## config.mk

```make
export PLATFORM = sky130hd
export DESIGN_NAME = charger_can_taper_control_unit
export DESIGN_NICKNAME = d
export VERILOG_FILES = /design/src/ctc_pkg.sv /design/src/ctc_regs.sv /design/src/ctc_ctrl.sv /design/src/ctc_datapath.sv /design/src/charger_can_taper_control_unit.sv
export SDC_FILE = /design/constraint.sdc
export NUM_CORES = 1
export LEC_CHECK = 0
export BUFFER_PORTS_ARGS = -buffer_cell sky130_fd_sc_hd__buf_2
export CORE_MARGIN = 5
export CORE_UTILIZATION = 56
export CTS_CLUSTER_SIZE = 25
export DETAILED_ROUTE_END_ITERATION = 12
export MAX_ROUTING_LAYER = met4
export PLACE_DENSITY_LB_ADDON = 0.05
export SYNTH_ARGS = -nofsm -noshare
export SYNTH_HDL_FRONTEND = slang
export SYNTH_SLANG_ARGS = --single-unit
```

## constraint.sdc

```tcl
create_clock -name clk_i -period 7.2 [get_ports clk_i]
set_input_delay 0.36 -clock clk_i [delete_from_list [all_inputs] [get_ports clk_i]]
set_output_delay 0.36 -clock clk_i [all_outputs]
set_load 0.02 [all_outputs]
```

## src/ctc_pkg.sv

```systemverilog
// ctc_pkg: shared types, constants and codes for the charger CAN taper control block
// used by every module in src; depends on nothing
`timescale 1ns / 1ps

package ctc_pkg;

  localparam logic [28:0] StatusId   = 29'h18FF50E5;
  localparam logic [28:0] CommandId  = 29'h1806E5F4;
  localparam logic [4:0]  FaultMask  = 5'h1F;
  localparam int          TaperSpan  = 50;
  localparam int          TaperScale = 256;
  localparam int          TaperGain  = 9;
  localparam int          LowDivisor = 10;
  localparam int          RestartMarginReset = 350;

  // reciprocal constants for the two divisions by a constant
  localparam int          TaperShift = 20;
  localparam int          TaperRecip = TaperScale * ((2**TaperShift + TaperSpan - 1) / TaperSpan);
  localparam int          LowShift   = 19;
  localparam int          LowRecip   = (2**LowShift + LowDivisor - 1) / LowDivisor;

  localparam int          AddrWidth  = 4;

  typedef enum logic [1:0] {
    REG_TARGET_VOLTAGE  = 2'd0,
    REG_FULL_CURRENT    = 2'd1,
    REG_PACK_CHARGE_MAX = 2'd2,
    REG_RESTART_MARGIN  = 2'd3
  } ctc_reg_e;

  typedef struct packed {
    logic [28:0] frame_id;
    logic [7:0]  data_byte0;
    logic [7:0]  data_byte1;
    logic [7:0]  data_byte2;
    logic [7:0]  data_byte3;
    logic [7:0]  data_byte4;
    logic        charge_permit;
    logic [15:0] pack_charge_now;
  } ctc_in_t;

  typedef struct packed {
    logic        command_valid;
    logic [15:0] command_voltage;
    logic [15:0] command_current;
    logic        command_stop;
    logic [15:0] measured_voltage;
    logic [15:0] measured_current;
    logic [4:0]  fault_bits;
  } ctc_out_t;

  typedef struct packed {
    logic [15:0] target_voltage;
    logic [15:0] full_current;
    logic [15:0] pack_charge_max;
    logic [15:0] restart_margin;
  } ctc_cfg_t;

  // controller to datapath commands
  typedef struct packed {
    logic load;
    logic eval;
    logic low;
    logic mul;
    logic finish;
  } ctc_cmd_t;

endpackage

```

## src/ctc_regs.sv

```systemverilog
// ctc_regs: configuration register file behind the APB-style port
// depends on ctc_pkg
`timescale 1ns / 1ps

module ctc_regs (
  input  logic                          clk_i,
  input  logic                          rst_ni,
  input  logic                          psel,
  input  logic                          penable,
  input  logic                          pwrite,
  input  logic [ctc_pkg::AddrWidth-1:0] paddr,
  input  logic [31:0]                   pwdata,
  output logic [31:0]                   prdata,
  output logic                          pready,
  output ctc_pkg::ctc_cfg_t             cfg_o
);
  import ctc_pkg::*;

  ctc_cfg_t cfg_q;
  ctc_reg_e sel;
  logic     wr_en;

  assign sel    = ctc_reg_e'(paddr[3:2]);
  assign wr_en  = psel & penable & pwrite;
  assign pready = 1'b1;
  assign cfg_o  = cfg_q;

  always_ff @(posedge clk_i or negedge rst_ni) begin
    if (!rst_ni) begin
      cfg_q.target_voltage  <= '0;
      cfg_q.full_current    <= '0;
      cfg_q.pack_charge_max <= '0;
      cfg_q.restart_margin  <= 16'(RestartMarginReset);
    end else if (wr_en) begin
      unique case (sel)
        REG_TARGET_VOLTAGE:  cfg_q.target_voltage  <= pwdata[15:0];
        REG_FULL_CURRENT:    cfg_q.full_current    <= pwdata[15:0];
        REG_PACK_CHARGE_MAX: cfg_q.pack_charge_max <= pwdata[15:0];
        REG_RESTART_MARGIN:  cfg_q.restart_margin  <= pwdata[15:0];
        default: ;
      endcase
    end
  end

  always_comb begin
    unique case (sel)
      REG_TARGET_VOLTAGE:  prdata = {16'd0, cfg_q.target_voltage};
      REG_FULL_CURRENT:    prdata = {16'd0, cfg_q.full_current};
      REG_PACK_CHARGE_MAX: prdata = {16'd0, cfg_q.pack_charge_max};
      REG_RESTART_MARGIN:  prdata = {16'd0, cfg_q.restart_margin};
      default:             prdata = '0;
    endcase
  end

endmodule

```

## src/ctc_ctrl.sv

```systemverilog
// ctc_ctrl: sequencer for one item through the datapath, plus the output handshake
// depends on ctc_pkg
`timescale 1ns / 1ps

module ctc_ctrl (
  input  logic              clk_i,
  input  logic              rst_ni,
  input  logic              in_valid_i,
  output logic              in_stall_o,
  output logic              out_valid_o,
  input  logic              out_stall_i,
  output ctc_pkg::ctc_cmd_t cmd_o
);
  import ctc_pkg::*;

  typedef enum logic [2:0] {
    ST_IDLE,
    ST_EVAL,
    ST_LOW,
    ST_MUL,
    ST_FIN
  } state_e;

  state_e state_q;
  logic   out_valid_q;
  logic   out_free;

  // output register may be refilled when empty or being taken this cycle
  assign out_free = !out_valid_q || !out_stall_i;

  always_comb begin
    cmd_o        = '0;
    cmd_o.load   = (state_q == ST_IDLE) && in_valid_i;
    cmd_o.eval   = (state_q == ST_EVAL);
    cmd_o.low    = (state_q == ST_LOW);
    cmd_o.mul    = (state_q == ST_MUL);
    cmd_o.finish = (state_q == ST_FIN) && out_free;
  end

  assign in_stall_o  = (state_q != ST_IDLE);
  assign out_valid_o = out_valid_q;

  always_ff @(posedge clk_i or negedge rst_ni) begin
    if (!rst_ni) begin
      state_q     <= ST_IDLE;
      out_valid_q <= 1'b0;
    end else begin
      if (cmd_o.finish) begin
        out_valid_q <= 1'b1;
      end else if (!out_stall_i) begin
        out_valid_q <= 1'b0;
      end
      unique case (state_q)
        ST_IDLE: if (in_valid_i) state_q <= ST_EVAL;
        ST_EVAL: state_q <= ST_LOW;
        ST_LOW:  state_q <= ST_MUL;
        ST_MUL:  state_q <= ST_FIN;
        ST_FIN:  if (out_free) state_q <= ST_IDLE;
        default: state_q <= ST_IDLE;
      endcase
    end
  end

endmodule

```

## src/ctc_datapath.sv

```systemverilog
// ctc_datapath: charger status state, arming decision, taper arithmetic and result register
// depends on ctc_pkg; steered by ctc_ctrl commands
`timescale 1ns / 1ps

module ctc_datapath (
  input  logic              clk_i,
  input  logic              rst_ni,
  input  ctc_pkg::ctc_cmd_t cmd_i,
  input  ctc_pkg::ctc_cfg_t cfg_i,
  input  ctc_pkg::ctc_in_t  in_item_i,
  output ctc_pkg::ctc_out_t out_item_o
);
  import ctc_pkg::*;

  // charger state
  logic [15:0] voltage_seen_q;
  logic [15:0] current_seen_q;
  logic [4:0]  faults_seen_q;
  logic        armed_q;

  // per-item working registers
  logic        status_q;
  logic        ok_q;
  logic [15:0] pack_now_q;
  logic        send_q;
  logic        charge_q;
  logic        taper_q;
  logic [8:0]  t_q;
  logic [12:0] low_q;
  logic [20:0] prod_q;
  ctc_out_t    out_q;

  logic        is_status;
  logic [16:0] restart_sum;
  logic        rearm;
  logic        armed_eff;
  logic signed [16:0] diff;
  logic        disarm;
  logic [28:0] t_full;
  logic [31:0] low_full;
  logic [23:0] prod9;
  logic [15:0] taper_amps;
  logic [15:0] amps;

  assign is_status = (in_item_i.frame_id == StatusId);

  assign restart_sum = {1'b0, voltage_seen_q} + {1'b0, cfg_i.restart_margin};
  assign rearm       = (faults_seen_q == '0) && (restart_sum < {1'b0, cfg_i.target_voltage});
  assign armed_eff   = armed_q | rearm;
  assign diff        = $signed({1'b0, cfg_i.target_voltage}) - $signed({1'b0, voltage_seen_q});
  assign disarm      = (diff <= 17'sd0) || !ok_q;

  // t = diff * 256 / 50 and low = full / 10, both by reciprocal multiply
  assign t_full   = 29'({23'd0, diff[5:0]} * 29'(TaperRecip));
  assign low_full = {16'd0, cfg_i.full_current} * 32'(LowRecip);

  // low * t * 9 as a shift-add on the registered product
  assign prod9      = {prod_q, 3'd0} + {3'd0, prod_q};
  assign taper_amps = 16'({3'd0, low_q} + prod9[23:8]);
  assign amps       = taper_q ? taper_amps : cfg_i.full_current;

  always_ff @(posedge clk_i or negedge rst_ni) begin
    if (!rst_ni) begin
      voltage_seen_q <= '0;
      current_seen_q <= '0;
      faults_seen_q  <= '0;
      armed_q        <= 1'b1;
    end else begin
      if (cmd_i.load && is_status) begin
        voltage_seen_q <= {in_item_i.data_byte0, in_item_i.data_byte1};
        current_seen_q <= {in_item_i.data_byte2, in_item_i.data_byte3};
        faults_seen_q  <= in_item_i.data_byte4[4:0] & FaultMask;
      end
      if (cmd_i.eval && status_q) begin
        armed_q <= armed_eff & ~disarm;
      end
    end
  end

  always_ff @(posedge clk_i) begin
    if (cmd_i.load) begin
      status_q   <= is_status;
      ok_q       <= in_item_i.charge_permit;
      pack_now_q <= in_item_i.pack_charge_now;
    end
    if (cmd_i.eval) begin
      send_q   <= status_q & armed_eff;
      charge_q <= (faults_seen_q == '0) && (pack_now_q < cfg_i.pack_charge_max)
                  && armed_eff && !disarm;
      taper_q  <= (diff > 17'sd0) && (diff <= 17'(TaperSpan));
      t_q      <= t_full[28:TaperShift];
    end
    if (cmd_i.low) begin
      low_q <= low_full[LowShift+12:LowShift];
    end
    if (cmd_i.mul) begin
      prod_q <= 21'({8'd0, low_q} * {12'd0, t_q});
    end
    if (cmd_i.finish) begin
      out_q.command_valid    <= send_q;
      out_q.command_voltage  <= send_q ? cfg_i.target_voltage : 16'd0;
      out_q.command_current  <= (send_q && charge_q) ? amps : 16'd0;
      out_q.command_stop     <= send_q & ~charge_q;
      out_q.measured_voltage <= voltage_seen_q;
      out_q.measured_current <= current_seen_q;
      out_q.fault_bits       <= faults_seen_q;
    end
  end

  assign out_item_o = out_q;

endmodule

```

## src/charger_can_taper_control_unit.sv

```systemverilog
// charger_can_taper_control_unit: top level of the charger CAN taper control block
// depends on ctc_pkg, ctc_regs, ctc_ctrl and ctc_datapath
`timescale 1ns / 1ps

// Usage
// - input channel (in_valid_i / in_stall_o / in_item_i): one received CAN frame per
//   item with the charge permission bit and present pack charge
// - output channel (out_valid_o / out_stall_i / out_item_o): exactly one result item
//   per input item, in order; command_valid marks a command frame to send
// - configuration over the APB-style port, byte address 4*i for register i;
//   writes are expected only while the block is idle
// - the sequencer takes no new item until the last one has passed its load, evaluate,
//   divide-by-ten, taper multiply and finish steps, which share one datapath
// - while a result waits under stall the next item is still taken and worked on;
//   it then holds in the finish step until the output register frees up
// - reset clears the status state, arms the charge request, loads the register
//   defaults (restart margin 350) and empties the output register
module charger_can_taper_control_unit (
  input  logic                          clk_i,
  input  logic                          rst_ni,
  input  logic                          in_valid_i,
  output logic                          in_stall_o,
  input  ctc_pkg::ctc_in_t              in_item_i,
  output logic                          out_valid_o,
  input  logic                          out_stall_i,
  output ctc_pkg::ctc_out_t             out_item_o,
  input  logic                          psel,
  input  logic                          penable,
  input  logic                          pwrite,
  input  logic [ctc_pkg::AddrWidth-1:0] paddr,
  input  logic [31:0]                   pwdata,
  output logic [31:0]                   prdata,
  output logic                          pready
);
  import ctc_pkg::*;

  ctc_cfg_t cfg;
  ctc_cmd_t cmd;

  ctc_regs u_regs (
    .clk_i   (clk_i),
    .rst_ni  (rst_ni),
    .psel    (psel),
    .penable (penable),
    .pwrite  (pwrite),
    .paddr   (paddr),
    .pwdata  (pwdata),
    .prdata  (prdata),
    .pready  (pready),
    .cfg_o   (cfg)
  );

  ctc_ctrl u_ctrl (
    .clk_i       (clk_i),
    .rst_ni      (rst_ni),
    .in_valid_i  (in_valid_i),
    .in_stall_o  (in_stall_o),
    .out_valid_o (out_valid_o),
    .out_stall_i (out_stall_i),
    .cmd_o       (cmd)
  );

  ctc_datapath u_datapath (
    .clk_i      (clk_i),
    .rst_ni     (rst_ni),
    .cmd_i      (cmd),
    .cfg_i      (cfg),
    .in_item_i  (in_item_i),
    .out_item_o (out_item_o)
  );

endmodule
```

==> results.yml, run 1 <==
cells_and_area:
  area_growth_pct: 13.9
  seq_area_mm2: 0.00672
  layout-drive-gt1-share_pct: 16.2
  multi_input_area_mm2: 0.0132
  nets: 2863
  nFillCells: 3061
worst_hold_path:
  hold_depth: 2
  holdPathEnd: "u_datapath.voltage_seen_q[13]"
  hold_class: "in2reg"
  min-delay-start: "in_item_i[54]"
route:
  wire_per_inst_um: 18.7
  dr_total_vias: 15100
  drc: 0
  drt-pass1-iter-count: 5
  via_per_inst: 5.40
  wirelength_um: 52300
  ant_nets: 0
  drt_iter0_markers: 768
yosys:
  ys_async_sr_fraction_pct: 44.0
  synth_ff_type: "edfxtp_1"
  synth-edff-count: 135
  ys_types: 71
  yosysTopAreaCellShare_pct: 18.8
  synth_area_mm2: 0.0215
  syn_inst: 2018
  ys_warn_count: 0
  avgSynthCellArea_um2: 10.7
  yosys-top-cells-area: "edfxtp_1, ha_1, fa_1"
  synth_seq_cells: 241
  yosysSeqAreaShare_pct: 31.2
  yosys.area.top_type: "edfxtp_1"
timing:
  hold_violations: 0
  min_period_ns: 6.20
  rsz0062_at_grt: "false"
  fin_tns_setup_ns: 0
  drv_slew: 0
  relSlewSlack_pct: 22.4
  clock_skew_ns: 0.0236
  fmax_mhz: 161
  final-setup-viol-count: 0
  tightest_slew_ns: 1.16
  min_period_over_period_pct: 86.1
clock_network:
  ctsHoldBuffers: 47
  cts.htree.levels: 1
  cts_buffer_depth: 3
  clk_latency_ns: 0.59
  clkTransAtPathRegs_ns: 0.06
  cts_root_buffer: "clkbuf_16"
  post-cts-setup-buffers: 0
  ctsResizeCount: 0
  tritoncts: "built"
  cts.sinks: 241
  cts_made_buffers: 28
placed_design:
  dp_hpwl_um: 41100
  io_buffers: 196
  finalWeightedCongestion: 0.963
setup_path:
  critPathLaunchType: "register"
  arrival_ns: 6.51
  reg2reg_from: "u_regs.cfg_o[33]"
  r2r_setup_slack_ns: 1.00
  cpMaxStageDelayCell: "fa_1"
  critPathMostFrequentCell: "fa_1"
  critPathMaxStageDelay_ns: 0.56
  crit_chain: "ha_1 -> xor2_1 -> ha_1 -> fa_1 -> fa_1 -> fa_1 -> inv_1 -> fa_1 -> inv_1 -> ha_1 -> nor2_1 -> nor4b_1 -> a21o_1 -> nand3_1 -> a221oi_2 -> o21ai_1 -> o41ai_2 -> xnor2_1"
  rr_endpoint: "u_datapath.low_q[12]"
  r2r_cells: 18
  worstPathRequired_ns: 7.52
  crit_path_end_kind: "register"
  crit_fanout: 9
  path_class: "reg2reg"
floorplan:
  die_w_um: 206
  io_pins: 235
  rows: 71
  dieArea_mm2: 0.0424
  core_mm2: 0.0378
  die_y_um: 206
  start_util_pct: 57.0
status:
  outcome: "complete, no violations"
grt:
  grt_overflow: 0
  grt_max_degree: 56
  antenna_found_initial: 1
  grt_use_total_pct: 25.9
  grt_pass1_wl_um: 84700
  first_global_vias: 16100
flow_run:
  max-cap-violations: 0
==> through the flow <==
| stage | util, % | cells | hold slack (ns) | instance area, um^2 | setup slack (ns) |
|---|---|---|---|---|---|
| 2_1_floorplan | - | 2033 | 0.0644 | 21600 | 1.70 |
| 3_3_place_gp | 60.9 | 2691 | 0.422 | 23000 | 1.11 |
| 3_5_place_dp | 60.9 | 2691 | 0.430 | 23000 | 1.04 |
| 4_1_cts | 64.8 | 2790 | 0.000851 | 24500 | 0.975 |
| 5_1_grt | 64.9 | 2792 | 0.00731 | 24500 | 0.526 |
| 6_report | 64.9 | 2793 | 0.0178 | 24500 | 1.00 |
==> flip-flops by register name, indices dropped and copies added, names as in the netlist, 3 cells and up <==
register / count
u_datapath.prod_q: 21
u_datapath.faults_seen_q: 5
u_datapath.low_q: 13
u_datapath.pack_now_q: 16
u_datapath.voltage_seen_q: 16
u_datapath.t_q: 9
u_ctrl.state_q: 3
u_regs.cfg_o: 64
u_datapath.current_seen_q: 16
u_datapath.out_item_o: 71
==> kinds of logic after synthesis <==
kind of cell             Yosys count  synth area share [%]
AO/OA/AOI/OAI                    259                  8.11
buffers and inverters            431                  7.84
flip-flops                       241                  31.2
other                              2                0.0349
AND/OR/NAND/NOR                  425                  9.62
adder cells (fa/ha/maj)          478                  33.8
XOR/XNOR                          83                  3.44
multiplexers                      99                  5.95
==> worst max path at each step <==
stage	cells past startpoint	start	to	slack [ns]
5_1_grt	18	u_regs.cfg_o[33]	u_datapath.low_q[12]	0.53
6_report	18	u_regs.cfg_o[33]	u_datapath.low_q[12]	1.00
2_1_floorplan	21	u_regs.cfg_o[36]	u_datapath.low_q[12]	1.70
3_3_place_gp	18	u_regs.cfg_o[33]	u_datapath.low_q[12]	1.11
3_5_place_dp	18	u_regs.cfg_o[33]	u_datapath.low_q[12]	1.04
4_1_cts	18	u_regs.cfg_o[33]	u_datapath.low_q[12]	0.98
==> placed cells by master (no fill, tap or decap), types with 12 or more instances in the layout <==
master         count
a21o_1            23
a21oi_1           63
and2_1            70
and3_1            17
buf_2            195
clkbuf_16         28
conb_1            17
dfrtp_1           99
dlygate4sd3_1     48
edfxtp_1         135
fa_1             172
ha_1             304
inv_1            374
mux2_2            71
mux2i_1           12
mux4_2            16
nand2_1          144
nand3_1           25
nor2_1            75
nor2b_1           21
nor3_1            26
o21a_1            20
o21ai_0           68
xnor2_1           62
xor2_1            20
==> Yosys cell counts, types with 3 or more instances <==
master,number
buf_4,17
o21a_1,20
nor3_1,27
mux2i_1,12
dfrtp_1,99
and3_1,17
nor3b_1,3
o21ai_0,68
clkbuf_1,36
mux4_2,16
a21oi_2,3
a2111oi_0,5
xnor2_1,62
a21o_1,23
o211ai_1,10
fa_1,172
o21ai_1,6
nor2b_1,21
buf_2,3
nand2_1,145
nand2b_1,11
or4_1,3
edfxtp_1,135
a31oi_1,3
o21bai_1,6
o31a_1,3
inv_1,374
nor2_1,76
nand3_1,25
dfstp_2,7
or2_2,6
or3_1,5
and2_1,70
o31ai_1,6
a221oi_1,3
ha_1,304
nand4_1,7
o41ai_2,6
a21oi_1,64
xor2_1,20
a211oi_1,9
mux2_2,71
==> layer usage <==
metal | global-route usage [%] | up-vias | routed length (um)
met5 | - | - | 0
met4 | 6.06 | 0 | 1180
met3 | 2.65 | 73 | 2330
met2 | 42.7 | 333 | 25500
met1 | 35.0 | 7475 | 23300
li1 | - | 7206 | -
==> cell type report <==
class	count	share of cell area (%)
Antenna cell	2	0.0204
Clock buffer	34	3.08
Clock inverter	18	1.03
Inverter	374	5.73
Multi-Input combinational cell	1361	53.9
Sequential cell	241	27.4
Tap cell	511	2.61
Timing Repair Buffer	252	6.22
==> critical path: cells and delay by family, from the launching register on <==
family,cells,cell delay (ns)
flip-flops,1,0.53
AND/OR/NAND/NOR,3,0.79
buffers and inverters,2,0.11
AO/OA/AOI/OAI,4,1.10
adder cells (fa/ha/maj),7,3.15
XOR/XNOR,2,0.26
Power of run 1 is left out: the tool's default activity adds up to more than one toggle a clock period on the data nets, which glitch-free logic cannot reach.
==> run 2: changes to the inputs <==
CELL_PAD_IN_SITES_DETAIL_PLACEMENT = 0   (was not set)
CELL_PAD_IN_SITES_GLOBAL_PLACEMENT = 1   (was not set)
CORE_UTILIZATION = 44   (was 56)
clock period = 5.6 ns   (was 7.2 ns; I/O delays follow)
==> results.yml, run 2 (synthesized netlist as in run 1, its figures left out) <==
status:
  outcome: "complete, no violations"
placed_design:
  dp.cells: 2863
  dp_hpwl_um: 46300
  finalWeightedCongestion: 0.909
  io_buffers: 196
route:
  met3_length_um: 1990
  dr_total_vias: 15300
  drc: 0
  ant_nets: 0
  wirelength_um: 57800
  drt_iter0_markers: 746
  wl_met1_um: 27500
  routed.top_layer: "met4"
  wire_per_inst_um: 19.2
  drt-pass1-iter-count: 4
  via_per_inst: 5.10
  met2_length_um: 27400
setup_path:
  critPathMaxStageDelay_ns: 0.52
  arrival_ns: 5.80
  r2r_setup_slack_ns: 0.13
  crit_chain: "buf_4 -> ha_4 -> ha_1 -> inv_1 -> fa_1 -> inv_1 -> fa_1 -> fa_1 -> inv_1 -> fa_1 -> inv_1 -> ha_4 -> nand3_2 -> o211ai_1 -> nor4b_4 -> a21o_1 -> nand3_2 -> a221oi_4 -> o21ai_4 -> o41ai_2 -> xnor2_1"
  crit_fanout: 4
  startpoint: "u_regs.cfg_o[42]"
  r2r_cells: 21
  path_delay_family: "adder cells"
  cpMaxStageDelayCell: "fa_1"
  path_class: "reg2reg"
  path_depth: 21
  rr_endpoint: "u_datapath.low_q[12]"
  crit_path_end_kind: "register"
  worstPathRequired_ns: 5.93
  reg2reg_from: "u_regs.cfg_o[42]"
  path_buf_inv: 5
  crit_path_end: "u_datapath.low_q[12]"
  critPathLaunchType: "register"
timing:
  drv_slew: 0
  fin_tns_setup_ns: 0
  min_period_over_period_pct: 97.6
  hold-worst-slack_ns: 0.0260
  relSlewSlack_pct: 28.0
  tightest_slew_ns: 1.08
  final-setup-viol-count: 0
  min_period_ns: 5.47
  clock_skew_ns: 0.0154
  rsz0062_at_grt: "true"
  hold_violations: 0
  fmax_mhz: 183
clock_network:
  cts.sinks: 241
  tritoncts: "built"
  cts.htree.levels: 1
  cts_made_buffers: 30
  cts_root_buffer: "clkbuf_16"
  cts_buffer_depth: 3
  clk_latency_ns: 0.60
  clkTransAtPathRegs_ns: 0.06
cells_and_area:
  layout_commonest_cell: "inv_1"
  layout_common_cells: "inv_1, ha_1, buf_2"
  nets: 2968
  area_growth_pct: 20.0
  fin_cells: 3009
  diodes: 0
  largest_register_ffs: 71
  layout-drive-gt1-share_pct: 20.8
  final_util_pct: 53.1
floorplan:
  io_pins: 235
  start_util_pct: 44.2
  die_y_um: 231
  dieArea_mm2: 0.0534
  core_mm2: 0.0486
  rows: 81
  die_w_um: 231
grt:
  grt_overflow: 0
  grt_use_total_pct: 22.0
  grt_max_degree: 64
  antenna_found_initial: 0
  grt_pass1_wl_um: 90000
  first_global_vias: 16000
worst_hold_path:
  min-delay-start: "pwdata[1]"
  hold_class: "in2reg"
flow_run:
  max-cap-violations: 0
[run 2: worst min-delay path by stage]
stage | to | slack, ns | cells after the start
after global placement | u_datapath.current_seen_q[4] | 0.33 | 1
after detailed placement | u_datapath.current_seen_q[13] | 0.32 | 1
after floorplan | u_ctrl.out_valid_o | -0.02 | 0
after CTS | u_regs.cfg_o[49] | 0.006 | 3
after global routing | u_regs.cfg_o[49] | 0.01 | 3
final | u_regs.cfg_o[49] | 0.03 | 3
[run 2: stage by stage]
step	setup slack, ns	cell area [um^2]
floorplan	0.0962	21600
global placement	-0.0643	23600
detailed placement	-0.0934	23600
CTS	0.00839	25400
global route	-0.0907	25800
finish	0.133	25800
[run 2: worst register-to-register path, cell delays in order, from the launching register on]
cell and delay (ns):
dfrtp_1 0.41, buf_4 0.16, ha_4 0.28, ha_1 0.14, inv_1 0.05, fa_1 0.47, inv_1 0.05, fa_1 0.46
fa_1 0.51, inv_1 0.06, fa_1 0.52, inv_1 0.06, ha_4 0.25, nand3_2 0.07, o211ai_1 0.19, nor4b_4 0.35
a21o_1 0.18, nand3_2 0.13, a221oi_4 0.35, o21ai_4 0.10, o41ai_2 0.31, xnor2_1 0.11
[run 2: final cells by class]
type                    count  area (um^2)
multi-input cells        1361        13500
inverters                 374         1400
repair buffers            355         2380
fillers                  4415        22800
well taps                 622          778
flip-flops and latches    241         6730
clock buffers              44          873
clock inverters            12          144
[run 2: per-layer routing]
layer,up-vias,track usage [%]
met1,7618,31.6
li1,7412,-
met2,254,34.9
met3,53,1.91
met4,0,3.92
met5,-,-
[run 2: what timing repair did]
action / 4_1_cts / 5_1_grt
pin swaps: 0 / 21
hold buffers: 72 / 0
setup endpoints to repair: 3 / 11
cloned: 0 / 0
resized for setup: 4 / 51
endpoints found under the hold margin: 146 / 0
buffers inserted: 0 / 18
Power of run 2 is left out for the same reason.
==> run 3: changes to the inputs <==
ABC_AREA = 1   (was not set)
CORE_UTILIZATION = 42   (was 44)
==> results.yml, run 3 <==
timing:
  drv_slew: 0
  clock_skew_ns: 0.0163
  rsz0062_at_grt: "false"
  tightest_slew_ns: 1.07
  min_period_ns: 5.37
  fin_tns_setup_ns: 0
  relSlewSlack_pct: 28.1
  min_period_over_period_pct: 95.9
  hold_violations: 0
  fmax_mhz: 186
  final-setup-viol-count: 0
cells_and_area:
  nFillCells: 5298
  seq_area_mm2: 0.00672
  diodes: 0
  layout-drive-gt1-share_pct: 12.0
  nets: 3496
  multi_input_area_mm2: 0.0138
  largest_register_ffs: 71
  layout_common_cells: "inv_1, nand2_1, ha_1"
  area_growth_pct: 15.4
  layout_commonest_cell: "inv_1"
route:
  drt_iter0_markers: 799
  via_per_inst: 4.91
  drt-pass1-iter-count: 5
  wire_per_inst_um: 17.5
  dr_total_vias: 17700
  drc: 0
  wirelength_um: 63100
  ant_nets: 0
yosys:
  synth.most_common_cell: "inv_1"
  syn_inst: 2623
  ys_warn_count: 0
  yosysSeqAreaShare_pct: 29.3
  synth_seq_cells: 241
  avgSynthCellArea_um2: 8.74
  synth_ff_type: "edfxtp_1"
  ys_async_sr_fraction_pct: 44.0
  yosys-top-cells-area: "edfxtp_1, ha_1, fa_1"
  ys_types: 52
  synth-edff-count: 135
  synth_area_mm2: 0.0229
  yosys.area.top_type: "edfxtp_1"
  yosys-top-cells-count: "inv_1, nand2_1, ha_1"
  yosysTopAreaCellShare_pct: 17.7
worst_hold_path:
  hold_depth: 3
  holdPathEnd: "u_ctrl.state_q[0]"
  min-delay-start: "in_valid_i"
  hold_class: "in2reg"
setup_path:
  rr_endpoint: "u_datapath.low_q[11]"
  startpoint: "u_regs.cfg_o[35]"
  arrival_ns: 5.70
  critPathLaunchType: "register"
  worstPathRequired_ns: 5.93
  crit_path_end_kind: "register"
  crit_fanout: 5
  r2r_cells: 18
  r2r_setup_slack_ns: 0.23
  reg2reg_from: "u_regs.cfg_o[35]"
  path_class: "reg2reg"
clock_network:
  cts.sinks: 241
  clkTransAtPathRegs_ns: 0.06
  cts_buffer_depth: 3
  cts.htree.levels: 1
  cts_root_buffer: "clkbuf_16"
  clk_latency_ns: 0.60
  tritoncts: "built"
  cts_made_buffers: 31
grt:
  grt_pass1_wl_um: 100000
  grt_overflow: 0
  grt_use_total_pct: 21.8
  first_global_vias: 18300
  grt_max_degree: 65
  antenna_found_initial: 1
floorplan:
  start_util_pct: 42.5
  dieArea_mm2: 0.0594
  die_y_um: 244
  io_pins: 235
  die_w_um: 244
  rows: 85
  core_mm2: 0.0539
placed_design:
  io_buffers: 196
  finalWeightedCongestion: 0.919
  dp_hpwl_um: 52300
flow_run:
  max-cap-violations: 0
status:
  outcome: "complete, no violations"
==> run 3: changes by cell type after synthesis, moves of 18 or more <==
cell	change
inv_1	+224
and2_1	-66
o21ai_0	+42
mux2_2	-64
nand2_1	+416
xnor2_1	-34
o2111ai_1	+18
xor2_1	+44
nor2_1	+26
nand3_1	+43
a21oi_1	+62
nor2b_1	-21
mux2_4	+30
==> run 3: worst max path at each step <==
stage	end	slack, ns
2_1_floorplan	u_datapath.low_q[8]	0.46
3_3_place_gp	u_datapath.low_q[11]	0.12
3_5_place_dp	u_datapath.low_q[11]	0.07
4_1_cts	u_datapath.low_q[11]	0.04
5_1_grt	u_datapath.low_q[9]	0.02
6_report	u_datapath.low_q[11]	0.23
==> run 3: worst max-delay path, cell delays in order (launching register included) <==
cell	delay [ns]
dfrtp_1	0.46
ha_4	0.32
inv_1	0.06
fa_1	0.54
inv_1	0.06
fa_1	0.53
fa_1	0.53
fa_1	0.54
inv_1	0.05
fa_1	0.52
inv_1	0.04
ha_1	0.33
a21oi_1	0.21
o21ai_0	0.11
a21oi_1	0.17
nand3_2	0.18
a21oi_4	0.22
o21ai_1	0.09
xor2_1	0.14
==> run 3: repair_timing <==
item,CTS,global route
setup endpoints to repair,0,5
hold buffers,55,0
setup buffers,0,1
hold endpoints to repair,95,0
resized for setup,0,12
==> run 3: logic make-up (layout without fill, tap and decap cells) <==
group,Yosys count,after routing,share of synthesized area [%]
compound gates,322,322,8.01
xor+xnor,92,92,3.52
fa+ha+maj,476,476,31.6
buf+inv,667,945,11.3
flops,241,241,29.3
mux,37,37,2.31
other cells,2,17,0.0328
simple gates,786,786,13.9
==> run 3: per-stage QoR <==
step / cells / worst slack [ns] / instance area, um^2 / utilization, % / hold WS, ns
floorplan: 2638 / 0.460 / 23000 / - / -0.0156
global placement: 3498 / 0.121 / 24800 / 45.9 / 0.337
detailed placement: 3498 / 0.0739 / 24800 / 45.9 / 0.337
CTS: 3611 / 0.0375 / 26400 / 48.9 / 0.0138
global route: 3612 / 0.0181 / 26500 / 49.1 / 0.0413
finish: 3612 / 0.232 / 26500 / 49.1 / 0.0517
==> run 3: metal layers <==
layer / routed length [um] / global-route usage (%) / part of all wire (%)
met4: 1410 / 4.75 / 2.2
met5: 0 / - / 0
met2: 30100 / 36.3 / 48
met3: 2720 / 2.96 / 4.3
met1: 28800 / 28.8 / 46
==> run 3: layout make-up <==
type                       count  share of cell area (%)
multi-input combinational   1730                    52.0
inverter                     603                    8.55
timing repair buffer         284                    6.73
sequential                   241                    25.4
clock buffer                  44                    3.51
tap                          696                    3.29
clock inverter                14                   0.530
Power of run 3 is left out for the same reason.
